===== config.mk =====
export PLATFORM = sky130hd
export DESIGN_NAME = topological_sort_kahn_flat
export DESIGN_NICKNAME = d
export VERILOG_FILES = /design/src/rtl/core/tsk_pkg.sv /design/src/rtl/core/tsk_req_if.sv /design/src/rtl/core/tsk_rsp_if.sv /design/src/rtl/core/tsk_ram.sv /design/src/rtl/core/topological_sort_kahn.sv /design/src/flat_wrapper.sv
export VERILOG_INCLUDE_DIRS = /design/src /design/src/rtl/core
export SDC_FILE = /design/constraint.sdc
export NUM_CORES = 2
export LEC_CHECK = 0
export BUFFER_PORTS_ARGS = -buffer_cell sky130_fd_sc_hd__clkbuf_2
export CORE_ASPECT_RATIO = 1.5
export CORE_MARGIN = 5
export CORE_UTILIZATION = 55
export CTS_BUF_LIST = sky130_fd_sc_hd__clkbuf_16
export CTS_CLUSTER_SIZE = 10
export DETAILED_ROUTE_END_ITERATION = 10
export PLACE_DENSITY = 0.72
export SLEW_MARGIN = 40
export SYNTH_ARGS = -nofsm -noshare
export SYNTH_HDL_FRONTEND = slang
export SYNTH_SLANG_ARGS = --single-unit

===== constraint.sdc =====
create_clock -name clock -period 19.9 [get_ports clock]
set_input_delay 0 -clock clock [delete_from_list [all_inputs] [get_ports clock]]
set_output_delay 0 -clock clock [all_outputs]
set_load 0.02 [all_outputs]

===== src/rtl/core/topological_sort_kahn_assert.svh =====
// Assertion macros for the topological sort block.
// Used by modules that sample on a port named clock and reset named reset.
`ifndef TOPOLOGICAL_SORT_KAHN_ASSERT_SVH
`define TOPOLOGICAL_SORT_KAHN_ASSERT_SVH
`ifndef SYNTHESIS
`define TSK_ASSERT(lbl, prop) \
   lbl: assert property (@(posedge clock) disable iff (reset) (prop)) \
      else $error("topological sort assertion failed");
`define TSK_ASSERT_ALWAYS(lbl, prop) \
   lbl: assert property (@(posedge clock) (prop)) \
      else $error("topological sort assertion failed");
`else
`define TSK_ASSERT(lbl, prop)
`define TSK_ASSERT_ALWAYS(lbl, prop)
`endif
`endif


===== src/rtl/core/tsk_pkg.sv =====
// Shared constants and types of the topological sort block.
// No dependencies; used by the interfaces and topological_sort_kahn.
`default_nettype none
package tsk_pkg;
   localparam int MAX_NODES = 64;
   localparam int MAX_EDGES = 256;
   localparam int NODE_W    = $clog2(MAX_NODES);
   localparam int NCNT_W    = $clog2(MAX_NODES + 1);
   localparam int EDGE_W    = $clog2(MAX_EDGES);
   localparam int ECNT_W    = $clog2(MAX_EDGES + 1);
   localparam int DEP_W     = 32;
   localparam int STAT_W    = 3;

   typedef enum logic [STAT_W-1:0] {
      STAT_NODE     = 3'd0,
      STAT_EMPTY    = 3'd1,
      STAT_INVALID  = 3'd2,
      STAT_CYCLE    = 3'd3,
      STAT_CAPACITY = 3'd4
   } status_type;

   typedef enum logic [16:0] {
      S_IDLE   = 17'h00001,
      S_CHECK  = 17'h00002,
      S_CLR    = 17'h00004,
      S_CNT_A  = 17'h00008,
      S_CNT_B  = 17'h00010,
      S_CNT_C  = 17'h00020,
      S_SEED_A = 17'h00040,
      S_SEED_B = 17'h00080,
      S_POP_A  = 17'h00100,
      S_POP_B  = 17'h00200,
      S_SCAN_A = 17'h00400,
      S_SCAN_B = 17'h00800,
      S_SCAN_C = 17'h01000,
      S_VERIFY = 17'h02000,
      S_EMIT_A = 17'h04000,
      S_EMIT_B = 17'h08000,
      S_ERR    = 17'h10000
   } state_type;
endpackage
`default_nettype wire


===== src/rtl/core/tsk_req_if.sv =====
// Input channel of the topological sort block: valid, ready and one load item.
// Depends on tsk_pkg.
`default_nettype none
interface tsk_req_if;
   logic                     valid;
   logic                     ready;
   logic                     new_node;
   logic                     has_dep;
   logic [tsk_pkg::DEP_W-1:0] dep_id;
   logic                     last;
   modport source (output valid, new_node, has_dep, dep_id, last, input ready);
   modport sink   (input valid, new_node, has_dep, dep_id, last, output ready);
endinterface
`default_nettype wire


===== src/rtl/core/tsk_rsp_if.sv =====
// Result channel of the topological sort block: valid, ready and one result item.
// Depends on tsk_pkg.
`default_nettype none
interface tsk_rsp_if;
   logic                       valid;
   logic                       ready;
   logic [tsk_pkg::NODE_W-1:0] node_id;
   logic [tsk_pkg::STAT_W-1:0] status;
   logic                       final_res;
   modport source (output valid, node_id, status, final_res, input ready);
   modport sink   (input valid, node_id, status, final_res, output ready);
endinterface
`default_nettype wire


===== src/rtl/core/tsk_ram.sv =====
// Generic simple dual-port RAM with one write port and a registered read port.
// No dependencies.
`default_nettype none
module tsk_ram #(
   parameter int WIDTH = 8,
   parameter int DEPTH = 64
) (
   input  wire logic                     clock,
   input  wire logic                     wr_en,
   input  wire logic [$clog2(DEPTH)-1:0] wr_addr,
   input  wire logic [WIDTH-1:0]         wr_data,
   input  wire logic [$clog2(DEPTH)-1:0] rd_addr,
   output logic      [WIDTH-1:0]         rd_data
);
   logic [WIDTH-1:0] mem_ff [DEPTH];

   always_ff @(posedge clock) begin
      if (wr_en) begin
         mem_ff[wr_addr] <= wr_data;
      end
      rd_data <= mem_ff[rd_addr];
   end
endmodule
`default_nettype wire


===== src/rtl/core/topological_sort_kahn.sv =====
// Kahn topological sort. Load items arrive one per cycle while the block is idle:
// each may open a new node (ids count up from zero) and may add one
// prerequisite to the newest node. The item marked last starts ordering, and the
// block takes no item until the run's final result has been loaded into the
// output register. Ordering clears the in-degree counts, counts in-degrees, seeds
// the ready queue in ascending id order, and for every popped node scans the whole
// edge store, all through one in-degree memory; the order is then read back from
// the queue, waiting when the result side stalls. A cycle in the graph, a
// prerequisite id at or above the node count, an empty graph or a capacity
// overflow gives one error item.
// Depends on tsk_pkg, the channel interfaces, tsk_ram and the assertion header.
`default_nettype none
`include "topological_sort_kahn_assert.svh"
module topological_sort_kahn (
   input wire logic clock,
   input wire logic reset,
   tsk_req_if.sink   req_ch,
   tsk_rsp_if.source rsp_ch
);
   import tsk_pkg::*;

   state_type state_ff, state_in;
   logic [NCNT_W-1:0] nc_ff, nc_in;
   logic [ECNT_W-1:0] ec_ff, ec_in;
   logic [DEP_W-1:0]  ld_ff, ld_in;
   logic              ovf_ff, ovf_in;
   logic [ECNT_W-1:0] idx_ff, idx_in;
   logic [NCNT_W-1:0] head_ff, head_in;
   logic [NCNT_W-1:0] tail_ff, tail_in;
   logic [NODE_W-1:0] cur_ff, cur_in;
   logic [NODE_W-1:0] dst_ff, dst_in;
   status_type        err_ff, err_in;

   logic              out_valid_ff, out_valid_in;
   logic [NODE_W-1:0] out_id_ff, out_id_in;
   status_type        out_stat_ff, out_stat_in;
   logic              out_fin_ff, out_fin_in;

   // Edge store: prerequisite in the upper field, dependent node in the lower.
   logic                  edge_we;
   logic [2*NODE_W-1:0]   edge_wdata, edge_rdata;
   logic [NODE_W-1:0]     edge_src, edge_dst;
   logic                  pend_we;
   logic [NODE_W-1:0]     pend_waddr, pend_raddr;
   logic [ECNT_W-1:0]     pend_wdata, pend_rdata, pend_dec;
   logic                  fifo_we;
   logic [NODE_W-1:0]     fifo_wdata, fifo_rdata;

   logic              accept, out_free, edge_last, node_last;
   logic [NCNT_W-1:0] nc_load;

   assign accept    = req_ch.valid && req_ch.ready;
   assign out_free  = !out_valid_ff || rsp_ch.ready;
   assign edge_src  = edge_rdata[2*NODE_W-1:NODE_W];
   assign edge_dst  = edge_rdata[NODE_W-1:0];
   assign edge_last = (idx_ff + ECNT_W'(1)) == ec_ff;
   assign node_last = (idx_ff[NCNT_W-1:0] + NCNT_W'(1)) == nc_ff;
   assign pend_dec  = pend_rdata - ECNT_W'(1);

   assign req_ch.ready     = (state_ff == S_IDLE);
   assign rsp_ch.valid     = out_valid_ff;
   assign rsp_ch.node_id   = out_id_ff;
   assign rsp_ch.status    = out_stat_ff;
   assign rsp_ch.final_res = out_fin_ff;

   tsk_ram #(.WIDTH(2*NODE_W), .DEPTH(MAX_EDGES)) u_edge_ram (
      .clock(clock), .wr_en(edge_we), .wr_addr(ec_ff[EDGE_W-1:0]),
      .wr_data(edge_wdata), .rd_addr(idx_ff[EDGE_W-1:0]), .rd_data(edge_rdata)
   );
   tsk_ram #(.WIDTH(ECNT_W), .DEPTH(MAX_NODES)) u_pend_ram (
      .clock(clock), .wr_en(pend_we), .wr_addr(pend_waddr),
      .wr_data(pend_wdata), .rd_addr(pend_raddr), .rd_data(pend_rdata)
   );
   tsk_ram #(.WIDTH(NODE_W), .DEPTH(MAX_NODES)) u_fifo_ram (
      .clock(clock), .wr_en(fifo_we), .wr_addr(tail_ff[NODE_W-1:0]),
      .wr_data(fifo_wdata), .rd_addr(head_ff[NODE_W-1:0]), .rd_data(fifo_rdata)
   );

   always_comb begin
      state_in     = state_ff;
      nc_in        = nc_ff;
      ec_in        = ec_ff;
      ld_in        = ld_ff;
      ovf_in       = ovf_ff;
      idx_in       = idx_ff;
      head_in      = head_ff;
      tail_in      = tail_ff;
      cur_in       = cur_ff;
      dst_in       = dst_ff;
      err_in       = err_ff;
      out_valid_in = out_valid_ff && !rsp_ch.ready;
      out_id_in    = out_id_ff;
      out_stat_in  = out_stat_ff;
      out_fin_in   = out_fin_ff;
      edge_we      = 1'b0;
      edge_wdata   = '0;
      pend_we      = 1'b0;
      pend_waddr   = dst_ff;
      pend_wdata   = '0;
      pend_raddr   = idx_ff[NODE_W-1:0];
      fifo_we      = 1'b0;
      fifo_wdata   = idx_ff[NODE_W-1:0];
      nc_load      = nc_ff;

      unique case (state_ff)
         S_IDLE: begin
            if (accept) begin
               // The new node is opened first, so an edge may attach to it.
               if (req_ch.new_node) begin
                  if (nc_ff >= NCNT_W'(MAX_NODES)) begin
                     ovf_in = 1'b1;
                  end else begin
                     nc_load = nc_ff + NCNT_W'(1);
                  end
               end
               nc_in = nc_load;
               if (req_ch.has_dep && nc_load != '0) begin
                  if (ec_ff >= ECNT_W'(MAX_EDGES)) begin
                     ovf_in = 1'b1;
                  end else begin
                     if (req_ch.dep_id > ld_ff) begin
                        ld_in = req_ch.dep_id;
                     end
                     edge_we = 1'b1;
                     edge_wdata[NODE_W-1:0] = NODE_W'(nc_load - NCNT_W'(1));
                     if (req_ch.dep_id < DEP_W'(MAX_NODES)) begin
                        edge_wdata[2*NODE_W-1:NODE_W] = req_ch.dep_id[NODE_W-1:0];
                     end
                     ec_in = ec_ff + ECNT_W'(1);
                  end
               end
               if (req_ch.last) begin
                  state_in = S_CHECK;
               end
            end
         end
         S_CHECK: begin
            idx_in  = '0;
            head_in = '0;
            tail_in = '0;
            if (ovf_ff) begin
               err_in   = STAT_CAPACITY;
               state_in = S_ERR;
            end else if (nc_ff == '0) begin
               err_in   = STAT_EMPTY;
               state_in = S_ERR;
            end else if (ld_ff >= DEP_W'(nc_ff)) begin
               err_in   = STAT_INVALID;
               state_in = S_ERR;
            end else begin
               state_in = S_CLR;
            end
         end
         S_CLR: begin
            pend_we    = 1'b1;
            pend_waddr = idx_ff[NODE_W-1:0];
            idx_in     = idx_ff + ECNT_W'(1);
            if (node_last) begin
               idx_in   = '0;
               state_in = (ec_ff == '0) ? S_SEED_A : S_CNT_A;
            end
         end
         S_CNT_A: begin
            state_in = S_CNT_B;
         end
         S_CNT_B: begin
            pend_raddr = edge_dst;
            dst_in     = edge_dst;
            state_in   = S_CNT_C;
         end
         S_CNT_C: begin
            pend_we    = 1'b1;
            pend_wdata = pend_rdata + ECNT_W'(1);
            idx_in     = idx_ff + ECNT_W'(1);
            state_in   = S_CNT_A;
            if (edge_last) begin
               idx_in   = '0;
               state_in = S_SEED_A;
            end
         end
         S_SEED_A: begin
            state_in = S_SEED_B;
         end
         S_SEED_B: begin
            if (pend_rdata == '0) begin
               fifo_we = 1'b1;
               tail_in = tail_ff + NCNT_W'(1);
            end
            idx_in   = idx_ff + ECNT_W'(1);
            state_in = node_last ? S_POP_A : S_SEED_A;
         end
         S_POP_A: begin
            state_in = (head_ff == tail_ff) ? S_VERIFY : S_POP_B;
         end
         S_POP_B: begin
            cur_in   = fifo_rdata;
            head_in  = head_ff + NCNT_W'(1);
            idx_in   = '0;
            state_in = (ec_ff == '0) ? S_POP_A : S_SCAN_A;
         end
         S_SCAN_A: begin
            state_in = S_SCAN_B;
         end
         S_SCAN_B: begin
            if (edge_src == cur_ff) begin
               pend_raddr = edge_dst;
               dst_in     = edge_dst;
               state_in   = S_SCAN_C;
            end else begin
               idx_in   = idx_ff + ECNT_W'(1);
               state_in = edge_last ? S_POP_A : S_SCAN_A;
            end
         end
         S_SCAN_C: begin
            pend_we    = 1'b1;
            pend_wdata = pend_dec;
            if (pend_dec == '0 && tail_ff < NCNT_W'(MAX_NODES)) begin
               fifo_we    = 1'b1;
               fifo_wdata = dst_ff;
               tail_in    = tail_ff + NCNT_W'(1);
            end
            idx_in   = idx_ff + ECNT_W'(1);
            state_in = edge_last ? S_POP_A : S_SCAN_A;
         end
         S_VERIFY: begin
            // Every node must have left the queue, or the graph has a cycle.
            head_in = '0;
            if (tail_ff == nc_ff) begin
               state_in = S_EMIT_A;
            end else begin
               err_in   = STAT_CYCLE;
               state_in = S_ERR;
            end
         end
         S_EMIT_A: begin
            state_in = S_EMIT_B;
         end
         S_EMIT_B: begin
            if (out_free) begin
               out_valid_in = 1'b1;
               out_id_in    = fifo_rdata;
               out_stat_in  = STAT_NODE;
               out_fin_in   = (head_ff + NCNT_W'(1)) == nc_ff;
               head_in      = head_ff + NCNT_W'(1);
               state_in     = S_EMIT_A;
               if ((head_ff + NCNT_W'(1)) == nc_ff) begin
                  state_in = S_IDLE;
                  nc_in    = '0;
                  ec_in    = '0;
                  ld_in    = '0;
                  ovf_in   = 1'b0;
               end
            end
         end
         S_ERR: begin
            if (out_free) begin
               out_valid_in = 1'b1;
               out_id_in    = '0;
               out_stat_in  = err_ff;
               out_fin_in   = 1'b1;
               state_in     = S_IDLE;
               nc_in        = '0;
               ec_in        = '0;
               ld_in        = '0;
               ovf_in       = 1'b0;
            end
         end
         default: begin
            state_in = S_IDLE;
         end
      endcase
   end

   always_ff @(posedge clock) begin
      if (reset) begin
         state_ff     <= S_IDLE;
         nc_ff        <= '0;
         ec_ff        <= '0;
         ld_ff        <= '0;
         ovf_ff       <= 1'b0;
         out_valid_ff <= 1'b0;
         idx_ff       <= '0;
         head_ff      <= '0;
         tail_ff      <= '0;
      end else begin
         state_ff     <= state_in;
         nc_ff        <= nc_in;
         ec_ff        <= ec_in;
         ld_ff        <= ld_in;
         ovf_ff       <= ovf_in;
         out_valid_ff <= out_valid_in;
         idx_ff       <= idx_in;
         head_ff      <= head_in;
         tail_ff      <= tail_in;
      end
      cur_ff      <= cur_in;
      dst_ff      <= dst_in;
      err_ff      <= err_in;
      out_id_ff   <= out_id_in;
      out_stat_ff <= out_stat_in;
      out_fin_ff  <= out_fin_in;
   end

   // The queue never holds more nodes than the graph has.
   `TSK_ASSERT(a_tail_bound, (state_ff == S_VERIFY) |-> (tail_ff <= nc_ff))
   // A pop never runs past the queue's tail.
   `TSK_ASSERT(a_head_bound, (state_ff == S_POP_B) |-> (head_ff < tail_ff))
   // Returning to idle after a run leaves the loading state cleared.
   `TSK_ASSERT(a_run_cleared,
      (state_ff == S_IDLE && $past(state_ff) != S_IDLE) |-> (nc_ff == '0 && ec_ff == '0 && !ovf_ff))
endmodule
`default_nettype wire

===== src/flat_wrapper.sv =====
// flat-port wrapper written by rule: the top's interface ports become plain ports
module topological_sort_kahn_flat import tsk_pkg::*;
  (clock, reset, req_ch_valid, req_ch_new_node, req_ch_has_dep, req_ch_dep_id, req_ch_last, req_ch_ready, rsp_ch_valid, rsp_ch_node_id, rsp_ch_status, rsp_ch_final_res, rsp_ch_ready);
  tsk_req_if req_ch_i ();
  tsk_rsp_if rsp_ch_i ();
  input wire logic clock;
  input wire logic reset;
  input wire logic [$bits(req_ch_i.valid)-1:0] req_ch_valid;
  input wire logic [$bits(req_ch_i.new_node)-1:0] req_ch_new_node;
  input wire logic [$bits(req_ch_i.has_dep)-1:0] req_ch_has_dep;
  input wire logic [$bits(req_ch_i.dep_id)-1:0] req_ch_dep_id;
  input wire logic [$bits(req_ch_i.last)-1:0] req_ch_last;
  output wire logic [$bits(req_ch_i.ready)-1:0] req_ch_ready;
  output wire logic [$bits(rsp_ch_i.valid)-1:0] rsp_ch_valid;
  output wire logic [$bits(rsp_ch_i.node_id)-1:0] rsp_ch_node_id;
  output wire logic [$bits(rsp_ch_i.status)-1:0] rsp_ch_status;
  output wire logic [$bits(rsp_ch_i.final_res)-1:0] rsp_ch_final_res;
  input wire logic [$bits(rsp_ch_i.ready)-1:0] rsp_ch_ready;
  assign req_ch_i.valid = req_ch_valid;
  assign req_ch_i.new_node = req_ch_new_node;
  assign req_ch_i.has_dep = req_ch_has_dep;
  assign req_ch_i.dep_id = req_ch_dep_id;
  assign req_ch_i.last = req_ch_last;
  assign req_ch_ready = req_ch_i.ready;
  assign rsp_ch_valid = rsp_ch_i.valid;
  assign rsp_ch_node_id = rsp_ch_i.node_id;
  assign rsp_ch_status = rsp_ch_i.status;
  assign rsp_ch_final_res = rsp_ch_i.final_res;
  assign rsp_ch_i.ready = rsp_ch_ready;
  topological_sort_kahn u_core (.clock(clock), .reset(reset), .req_ch(req_ch_i), .rsp_ch(rsp_ch_i));
endmodule

Yosys cells after proc, flatten, opt, wreduce, memory -nomap -nowiden:

Memory sizes are Yosys's and may differ from the RTL's. A register that Yosys moved wholly into a read port is not among the register bits.
Cells that the tools add are included.

* logic and storage cells: 208
* input bits: 39
* memories kept: 3
* register bits after elaboration: 115
* RAM bits: 4032

Memories
* u_core.u_edge_ram.mem_ff: depth 256, bits a word 12, rd ports 1, clocked after memory_dff 1, write ports 1, line tsk_ram.sv:15 `logic [WIDTH-1:0] mem_ff [DEPTH];`
* u_core.u_pend_ram.mem_ff: depth 64, bits a word 9, rd ports 1, clocked after memory_dff 1, write ports 1, line tsk_ram.sv:15
* u_core.u_fifo_ram.mem_ff: depth 64, bits a word 6, rd ports 1, clocked after memory_dff 1, write ports 1, line tsk_ram.sv:15

* $add $sub $neg: 9
* reductions and logical operators: 34
* magnitude comparators: 6
* multiplexer cells: 103
* equality and inequality tests: 38

Operators with widths (number)
* $pmux W17 S17: 1
* $mux W32: 7
* $mux W17: 10
* $pmux W32 S3: 1
* $mux W7: 13
* $mux W9: 10
* $pmux W7 S3: 3
* $mux W12: 4
* $mux W6: 8
* $pmux W9 S5: 1
* $pmux W6 S2: 3
* $ge A32 B7 Y1: 1
* $gt A32 B32 Y1: 1
* $lt A32 B7 Y1 const B: 1
* $add A7 B1 Y7 const B: 4
* $eq A7 B7 Y1: 4
* $add A9 B1 Y9 const B: 3
* $logic_not A9 Y1: 3
* $pmux W9 S3: 1
* $mux W1: 25
* $mux W11: 2
* $mux W3: 6
* $pmux W9 S2: 1
* $eq A17 B1 Y1 const B: 1
* 46 further kinds: 76

Depth between registers and ports, before layout:

* depth in word-level cells: 12
* depth in mapped cells: 15
* gate-level depth less buffers: 12

Modules after synthesis:

Synthesis repeated with hierarchy kept, for this count alone.

* cell total of the unflattened synthesis: 8181
* area total of the unflattened synthesis: 164338.9 µm²

By module, submodules not included
* tsk_ram (u_core.u_edge_ram): area each 118632.5 µm², seq. area each 92488.7 µm², cells each 5506, times used 1
* tsk_ram (u_core.u_pend_ram): area each 22594.2 µm², seq. area each 17476.8 µm², cells each 1020, times used 1
* tsk_ram (u_core.u_fifo_ram): area each 15225.9 µm², seq. area each 11651.2 µm², cells each 720, times used 1
* topological_sort_kahn: area each 7886.3 µm², seq. area each 2552.4 µm², cells each 935, times used 1

Least setup slack after synthesis:

No wires, ideal clock.

* path type: register to register
* start: register u_core.nc_ff[0]
* end: memory u_core.u_edge_ram.mem_ff[0][6] (netlist bit), data pin
* data required time: 17.094 ns
* stages on the path, launching flop included: 11
* data arrival time: 15.369 ns
* slack: 1.725 ns
* cells stage by stage: dfxtp_1 -> clkbuf_1 -> and2_1 -> and3_1 -> buf_2 -> o31ai_1 -> a31oi_1 -> o311ai_1 -> or2_1 -> buf_2 -> nor4_1

* word-level cells in the longest chain between the ends: 10

Ends and longest elaborated chain
* start: declaration: line topological_sort_kahn.sv:23 `logic [NCNT_W-1:0] nc_ff, nc_in;`
* start signal: assignment: line topological_sort_kahn.sv:287 `nc_ff <= nc_in;`
* $add A7 B1 Y7 or $ge A7 B7 Y1 (tied branches): line topological_sort_kahn.sv:113, topological_sort_kahn.sv:110
* $mux W7: line topological_sort_kahn.sv:110 `if (nc_ff >= NCNT_W'(MAX_NODES)) begin`
* $mux W7 *: line topological_sort_kahn.sv:109 `if (req_ch.new_node) begin`
* $mux W7 *: line topological_sort_kahn.sv:107 `if (accept) begin`
* $mux W7 *: line topological_sort_kahn.sv:105 `unique case (state_ff)`
* $reduce_bool A7 Y1 *: line topological_sort_kahn.sv:117 `if (req_ch.has_dep && nc_load != '0) begin`
* $logic_and A1 B1 Y1 *: line topological_sort_kahn.sv:117
* $mux W12 *: line topological_sort_kahn.sv:117
* $mux W12 *: line topological_sort_kahn.sv:107
* $mux W12 *: line topological_sort_kahn.sv:105
* net u_core.edge_wdata[6]: line topological_sort_kahn.sv:41 `logic [2*NODE_W-1:0] edge_wdata, edge_rdata;`
* end: declaration: line tsk_ram.sv:15

The timed path passes the listed nets; every way through them passes the cells marked *. The select of a mux whose other input is x is not followed.

==> results.yml <==
run_status:
  status: "finished with violations"
  violations: "design-rule violations"
worst_setup_path:
  r2r_cells: 8
  path_depth: 8
  critPathMaxFanout: 84
  crit_chain: "buf_12, buf_6, buf_6, buf_4, mux4_2, mux4_2, mux4_2, mux4_2"
  critPathMaxStageDelay_ps: 710
  path_class: "flip-flop to flip-flop"
  cp.buffers_inverters: 4
  rrSetupSlack_ps: 14230
  cp_top_family: "buffers and inverters"
  cp.required_ps: 20710
  cpMaxStageDelayCell: "buf_4"
  path_common_cell: "mux4_2"
  startpoint_type: "flip-flop"
  arrival_ps: 6470
  end_kind: "flip-flop"
global_route:
  grt_pass1_wl_um: 583600
  grt_antenna_before_repair: 26
  track_usage_pct: 26.07
  grt_max_degree: 193
  grt_pass1_vias: 83305
  grt_overflow: 0
hold_path:
  hp-class: "primary input to flip-flop"
  min_path_cells: 3
timing:
  fin_crit_ps: 5669
  setup_ws_ps: 14230
  relSlewSlack_pct: 37.30
  hold_viol: 0
  fmax_mhz: 176.4
  setup_viol: 0
  rsz0062_at_grt: "false"
  worstMarginPinSlew_ps: 940.6
  post-route-period-util_pct: 28.49
  finalClockSkew_ps: 66.02
  finalMaxSlewViolations: 0
  finalSetupTns_ps: 0
pwr:
  p_leak_nw: 53.66
  swShare_pct: 21.92
  pwr-share-clk_pct: 39.7
  seqPwrFrac_pct: 53.3
  power_switching_mw: 4.026
  power_mw: 18.36
  irDropWorstVdd_v: 0.00008019
  p_comb_share_pct: 7.0
  p_int_mw: 14.34
  p_per_area_nw_per_um2: 99.68
clocking:
  clock-sinks: 4174
  tritoncts: "yes"
  max-clock-path-buffers: 4
  postCtsSetupRepairBufs: 0
  cts_root_buffer: "clkbuf_16"
  clk_pin_slew_ps: 60
  cts_buffers: 460
  ctsResizeCount: 0
  ctsHoldBuffers: 109
  clock_latency_ps: 950
  htreeDepth: 5
synthesis:
  seq_area_frac_synth_pct: 75.88
  synth_ff_type: "edfxtp_1"
  yosysUniqueCellTypes: 76
  syn-num-nets: 7831
  synth_area_um2: 163600
  syn_inst: 7739
  synth_enable_flop_cells: 4057
  ys_warn_count: 0
  async_reset_ff_share_pct: 0
  synth-seq-cells: 4174
  avgSynthCellArea_um2: 21.14
layout:
  stdcell_count: 12384
  area_growth_pct: 12.59
  postLayoutCellArea_um2: 184200
  fillers: 19708
  layout-drive-gt1-share_pct: 26.36
  final_nets: 8303
drt:
  drt_first_pass_iters: 9
  avgViaCountPerCell: 6.496
  vias: 80447
  wire_per_inst_um: 32.55
  drc_errors: 4
  routed_wl_um: 403100
  drt-initial-drc-count: 9406
  ant_nets: 0
floorplan:
  rows: 245
  coreArea_um2: 296700
  dieWidth_um: 455.4
  fp.dieH_um: 678.0
  start_util_pct: 55.14
  num_io_pins: 51
  dieArea_um2: 308700
placement:
  dp_cells: 11586
  dpl_cell_area_um2: 170200
  detailedPlacementHpwl_um: 242500
  dp_slack_ps: 13920
  place.gp.congestion: 0.8648
  io_buffers: 50
flow_run:
  max_cap_violations: 0
[cell families (layout without fill, tap and decap cells)]
logic type,after synthesis,in the layout,share of synthesized area (%)
adder cells (fa/ha/maj),53,53,0.4053
flip-flops,4174,4174,75.88
AO/OA/AOI/OAI,360,360,1.401
other,0,61,0
multiplexers,1406,1406,17.27
buffers and inverters,475,1107,1.221
AND/OR/NAND/NOR,1191,1191,3.368
XOR/XNOR,80,80,0.4450
[cells in the final DEF (no fill, tap or decap), types with 107 or more instances in the layout]
master,instances
nand3_1,143
clkbuf_16,465
buf_4,221
edfxtp_1,4057
mux4_2,1133
nand2_1,246
nor2_1,326
nor2_2,120
dlygate4sd3_1,109
mux2i_1,259
inv_1,185
dfxtp_1,107
[sequential cells by signal, summed over array words and instances, names as in the netlist, 7 cells and up]
register                   count
u_core.head_ff                 7
u_core.idx_ff                  9
u_core.ec_ff                   9
u_core.u_edge_ram.rd_data     12
u_core.u_pend_ram.rd_data      9
u_core.state_ff               17
u_core.u_pend_ram.mem_ff     576
u_core.tail_ff                 7
u_core.ld_ff                  32
u_core.u_fifo_ram.mem_ff     384
u_core.u_edge_ram.mem_ff    3072
u_core.nc_ff                   7
[worst min-delay path: cells and delay by family]
kind | cells | cell delay (ps)
simple gates | 1 | 220
buf+inv | 2 | 730
[layout make-up]
type                            count  area, um2  share of cell area (%)
Inverter                           49      183.9                 0.09984
Antenna cell                       61      152.6                 0.08286
Tap cell                         3952       4945                   2.684
Sequential cell                  4174     124200                   67.42
Multi-Input combinational cell   3090      38420                   20.86
Clock buffer                      465      11640                   6.316
Timing Repair Buffer              436       3871                   2.101
Clock inverter                    157      809.5                  0.4394
[cell usage after synthesis (5+ instances only)]
| master | count | area (um2) |
|---|---|---|
| edfxtp_1 | 4057 | 121800 |
| mux4_2 | 1133 | 25520 |
| a22oi_1 | 5 | 37.54 |
| a221oi_1 | 31 | 271.5 |
| clkbuf_1 | 235 | 882.1 |
| buf_4 | 15 | 112.6 |
| nand4_1 | 27 | 168.9 |
| dfxtp_1 | 117 | 2342 |
| nand2b_1 | 50 | 312.8 |
| nor4_1 | 26 | 162.7 |
| nand2_1 | 264 | 991.0 |
| xnor2_1 | 49 | 429.2 |
| a211oi_1 | 11 | 82.58 |
| a31oi_1 | 17 | 106.4 |
| and2_1 | 18 | 112.6 |
| buf_2 | 121 | 605.6 |
| a32oi_1 | 9 | 78.83 |
| buf_1 | 54 | 202.7 |
| inv_1 | 48 | 180.2 |
| mux2i_1 | 260 | 2603 |
| and3_1 | 33 | 206.5 |
| nand4b_1 | 6 | 52.55 |
| nor3b_1 | 5 | 37.54 |
| and4b_1 | 6 | 60.06 |
| nand3_1 | 147 | 735.7 |
| o21ai_0 | 87 | 435.4 |
| and4_1 | 15 | 131.4 |
| ha_1 | 53 | 663.1 |
| mux2_2 | 13 | 146.4 |
| a21oi_1 | 82 | 410.4 |
| nor2b_1 | 33 | 206.5 |
| o21a_1 | 8 | 60.06 |
| nand3b_1 | 11 | 82.58 |
| nor3_1 | 26 | 130.1 |
| a21o_1 | 13 | 97.59 |
| o22ai_1 | 59 | 369.1 |
| or3_1 | 6 | 37.54 |
| nor2_1 | 493 | 1851 |
| xor2_1 | 29 | 254.0 |
[metrics by stage]
step           hold slack [ps]  util, %
2_1_floorplan            151.9        -
3_3_place_gp             264.3    57.12
3_5_place_dp             271.3    57.37
4_1_cts                  149.6    61.93
5_1_grt                  209.5    62.07
6_report                 223.6    62.08
[routing by layer]
metal  up-vias  GRT usage [%]  wire length, um  share of wire, %
li1      32943              -                -                 -
met1     42378          31.62           135500                34
met2      4150          45.07           212900                53
met3       962          4.233            30170               7.5
met4        14          13.88            24430               6.1
met5         -              0               98             0.024
[final timing paths]
| check | start | endpoint |
|---|---|---|
| setup / recovery | u_core.idx_ff[0] | u_core.u_edge_ram.rd_data[10] |
| hold / removal | req_ch_dep_id[4] | u_core.u_edge_ram.mem_ff[215][10] |
| hold reg to reg | u_core.state_ff[6] | u_core.state_ff[7] |
| setup reg to reg | u_core.idx_ff[0] | u_core.u_edge_ram.rd_data[10] |
[power groups by stage]
stage / combinational (mW) / clock, mW / sequential (mW)
floorplan: 0.807 / 0 / 9.97
global placement: 1.14 / 0 / 9.97
detailed placement: 1.19 / 0 / 9.97
CTS: 1.25 / 7.37 / 9.79
global route: 1.36 / 7.74 / 9.79
finish: 1.28 / 7.29 / 9.80
Power figures use the tool's default switching activity.
